===== src/hdl/plid_pkg.sv =====
`default_nettype none

package plid_pkg;

	localparam int LIST_DEPTH = 64;

	localparam int POS_W = 8;
	localparam int VAL_W = 32;
	localparam int LEN_W = 7;

	localparam int IDX_W = (LIST_DEPTH > 1) ? $clog2(LIST_DEPTH) : 1;
	// wide enough for both a slot number and a position
	localparam int CMP_W = ((IDX_W > POS_W) ? IDX_W : POS_W) + 1;
	localparam int CNT_W = $clog2(LIST_DEPTH + 1);
	localparam int EXT_W = ((CNT_W > POS_W) ? CNT_W : POS_W) + 1;

	localparam logic KIND_INSERT = 1'b0;
	localparam logic KIND_DELETE = 1'b1;

	// broadcast to every cell of the chain
	typedef struct packed {
		logic                    ins;
		logic                    del;
		logic [CMP_W-1:0]        idx;
		logic signed [VAL_W-1:0] value;
	} plid_ctrl_t;

endpackage

`default_nettype wire


===== src/hdl/plid_cell.sv =====
`default_nettype none

module plid_cell (
	input  logic                              clk,
	input  plid_pkg::plid_ctrl_t              ctrl,
	input  logic [plid_pkg::CMP_W-1:0]        slot,
	input  logic signed [plid_pkg::VAL_W-1:0] prev_val,
	input  logic signed [plid_pkg::VAL_W-1:0] next_val,
	output logic signed [plid_pkg::VAL_W-1:0] val,
	output logic signed [plid_pkg::VAL_W-1:0] pick
);
	import plid_pkg::*;

	logic signed [VAL_W-1:0] val_q;

	// insert: slots above the target take the lower neighbor, target takes the new value
	// delete: target and above take the upper neighbor
	always_ff @(posedge clk) begin
		priority if (ctrl.ins && (slot > ctrl.idx)) begin
			val_q <= prev_val;
		end else if (ctrl.ins && (slot == ctrl.idx)) begin
			val_q <= ctrl.value;
		end else if (ctrl.del && (slot >= ctrl.idx)) begin
			val_q <= next_val;
		end else begin
			val_q <= val_q;
		end
	end

	assign val  = val_q;
	assign pick = (slot == ctrl.idx) ? val_q : '0;

endmodule

`default_nettype wire


===== config.mk =====
export PLATFORM = sky130hd
export DESIGN_NAME = plid_cell
export DESIGN_NICKNAME = d
export VERILOG_FILES = /design/src/hdl/plid_pkg.sv /design/src/hdl/plid_cell.sv
export SDC_FILE = /design/constraint.sdc
export NUM_CORES = 1
export LEC_CHECK = 0
export BUFFER_PORTS_ARGS = -buffer_cell sky130_fd_sc_hd__buf_2
export CORE_MARGIN = 1.5
export CORE_UTILIZATION = 39
export DETAILED_ROUTE_END_ITERATION = 8
export HOLD_SLACK_MARGIN = 0.15
export PLACE_DENSITY_LB_ADDON = 0.2
export SLEW_MARGIN = 25
export SYNTH_ARGS = -nofsm -noshare
export SYNTH_HDL_FRONTEND = slang
export SYNTH_SLANG_ARGS = --single-unit
export TNS_END_PERCENT = 20

===== constraint.sdc =====
create_clock -name clk -period 4.2 [get_ports clk]
set_input_delay 0.63 -clock clk [delete_from_list [all_inputs] [get_ports clk]]
set_output_delay 0.63 -clock clk [all_outputs]
set_load 0.01 [all_outputs]

==> results by group <==
Cells and area
  • # fillers: 484
  • P&R area growth vs syn: 46.8%
  • FF/Latch Area: ~960 um^2
  • Diodes inserted: 0
  • Layout cell share with drive strength beyond 1: approximately 64%
  • Commonest cells after routing, fill and taps aside: 180 x buf_2, 34 x mux2_2, 32 x and2_1, 32 x edfxtp_1, 30 x mux2_1
  • Max FFs per register: 32
  • Commonest non-fill, non-tap cell in the layout: buf_2
  • Post-layout net count: 481
  • Final Util: 59.4%
  • Multi-input logic area: 0.00117 mm^2

Critical path
  • Critical Path End Type: register
  • Critical Path End: val[31]
  • CP Depth: 9
  • Crit path required time: 4.22 ns
  • Setup crit start: ctrl[40]
  • Largest stage delay on the critical path: slightly above 0.6 ns
  • CP delay by family, top: simple AND/OR/NAND/NOR gates
  • Worst setup SP type: primary input
  • CP max stage cell: nor3b_4
  • Crit path DAT: 2.95 ns
  • CP cell instances: buf_2, inv_1, ha_1, nand4_2, nor3_1, a2111oi_2, nor3b_4, buf_4, mux2_2
  • Crit-path max FO: 20
  • Crit Path Category: in -> reg
  • WP buf/inv: 3

Clock tree
  • Post-CTS sizing: 0
  • Post-CTS Setup Bufs: 0
  • Root Buffer: clkbuf_8
  • Clk slew on worst S/H paths: around 0.06 ns
  • CTS Buf Count: 5
  • CTS hold repair buffers: 0
  • CTS tree: yes
  • Worst-case clock buffer depth: 2
  • CTS sink count: 32
  • CTS H-tree lvls: 2

Yosys
  • Area of the mapped netlist: about 0.0022 mm^2
  • Syn Inst Count: ~170
  • Sequential area share after synthesis: approximately 43%
  • Most used DFF post-synth: edfxtp_1
  • Top post-synthesis cells by area: edfxtp_1 43%, mux2_2 17%, mux2_1 15%
  • Register bit total from synthesis: 32
  • Syn_area_per_cell: between 10 and 15 um^2
  • Synth warnings: 0
  • Post-synth ARST share: 0%
  • Area share of the largest cell type after synthesis: ~43%
  • Cell taking the most area after synthesis: edfxtp_1
  • Syn_nets: 300
  • Post-synthesis cell type count: 22
  • Post-synth EDFFs: 32

Floorplan
  • Core area: between 0.005 and 0.006 mm^2
  • Die Wd: roughly 79 um
  • Initial Util: between 40 and 50%
  • Die height: slightly below 80 um
  • Num rows: 27
  • Die Area: about 0.0062 mm^2
  • Num ports: ~180

Route
  • DRT Wirelength: between 5 and 6 mm
  • Detailed-route via count: around 2000
  • Drt first-iter violations: 49
  • DR pass1 iterations: 4
  • Avg WL per Cell: roughly 14 um
  • ANT nets after route: 0
  • Drt drc: 0
  • Vias per cell: about 4.7

Flow run
  • Max cap viols: 0

STA
  • Final setup viols: 0
  • Worst slew pin tran: approximately 0.67 ns
  • Final Critical Period: roughly 2.9 ns
  • TNS Setup: 0 ns
  • RSZ-0062 raised after global routing: no
  • Fmax: about 340 MHz
  • Fin crit share: 69.7%
  • Max Slew Vio Count: 0
  • Endpoints failing hold: 0
  • Slew headroom: between 50% and 60%

Pwr
  • Switch Pwr: ~230 uW
  • Sequential share of power: 49.5%
  • Pwr dens: between 200 and 300 mW/mm^2
  • Clock Power Share: around a quarter
  • Switching Fraction: about a quarter
  • Pint: approximately 650 uW
  • Logic pwr share: about a quarter
  • P_leak: around 0.0016 uW
  • Maximum VDD drop: 154 uV

Global route
  • Pin count of the biggest net entering global routing: 33
  • Vias in the first global route: about 1900
  • Initial antenna violation count: 0
  • GRT Util Overall: 18.3%
  • First-pass GRT wire length: about 8.7 mm
  • GRT overflow: 0

Place
  • Dpl hpwl: about 4.7 mm
  • Gpl congestion: between 0.7 and 0.8
  • Port buffer count: between 150 and 200

Hold path
  • Worst Hold Class: in -> reg

Status
  • Outcome: completed
[layout make-up]
| cell class | count | share of cell area, % |
|---|---|---|
| multi-input cells | 121 | 35.9 |
| flip-flops and latches | 32 | 29.4 |
| repair buffers | 183 | 28.2 |
| well taps | 72 | 2.75 |
| clock buffers | 7 | 2.33 |
| inverters | 12 | 1.38 |
| clock inverters | 1 | 0.115 |
[metal layers]
metal | wire (um) | up-vias | global-route usage (%)
li1 | - | 988 | -
met1 | 2260 | 903 | 19.6
met2 | 3100 | 97 | 34.7
met3 | 441 | 7 | 5.12
met4 | 76 | 0 | 5.18
met5 | 0 | - | 0
[power by group through the flow]
stage	clock network (uW)	registers, uW	logic (uW)
final	222	434	222
after global routing	241	441	241
after CTS	228	435	225
after detailed placement	0	440	224
after global placement	0	439	219
after floorplan	0	462	84.8
[metrics by stage]
stage	power (uW)	hold slack (ns)	instances	setup WS (ns)	area, um^2
6_report	878	0.652	428	1.27	3270
5_1_grt	923	0.645	428	1.12	3270
4_1_cts	888	0.644	428	1.27	3270
3_5_place_dp	664	0.936	420	0.974	3190
3_3_place_gp	659	0.930	420	1.03	3190
2_1_floorplan	547	0.851	174	0.446	2230
[Yosys cell counts (all sizes together), types with 2 or more instances]
master,n
edfxtp,32
ha,9
and2,32
clkbuf,3
a21oi,3
buf,6
nand2,2
inv,12
nor2,2
nor3,2
nand4,2
o21ai,2
mux2,64
[cells by family after synthesis]
kind of cell	synth area share, %
compound gates	2.13
fa+ha+maj	5.05
buf+inv	5.05
flops	43.1
mux	32.3
simple gates	12.3
[worst min-delay path by stage]
stage | from | to | slack [ns] | cells after the start
global placement | prev_val[1] | val[1] | 0.93 | 2
floorplan | prev_val[10] | val[10] | 0.85 | 1
finish | prev_val[29] | val[29] | 0.65 | 2
CTS | prev_val[29] | val[29] | 0.64 | 2
global route | prev_val[19] | val[19] | 0.65 | 2
detailed placement | prev_val[29] | val[29] | 0.94 | 2
(Power assumes the default switching activity.)
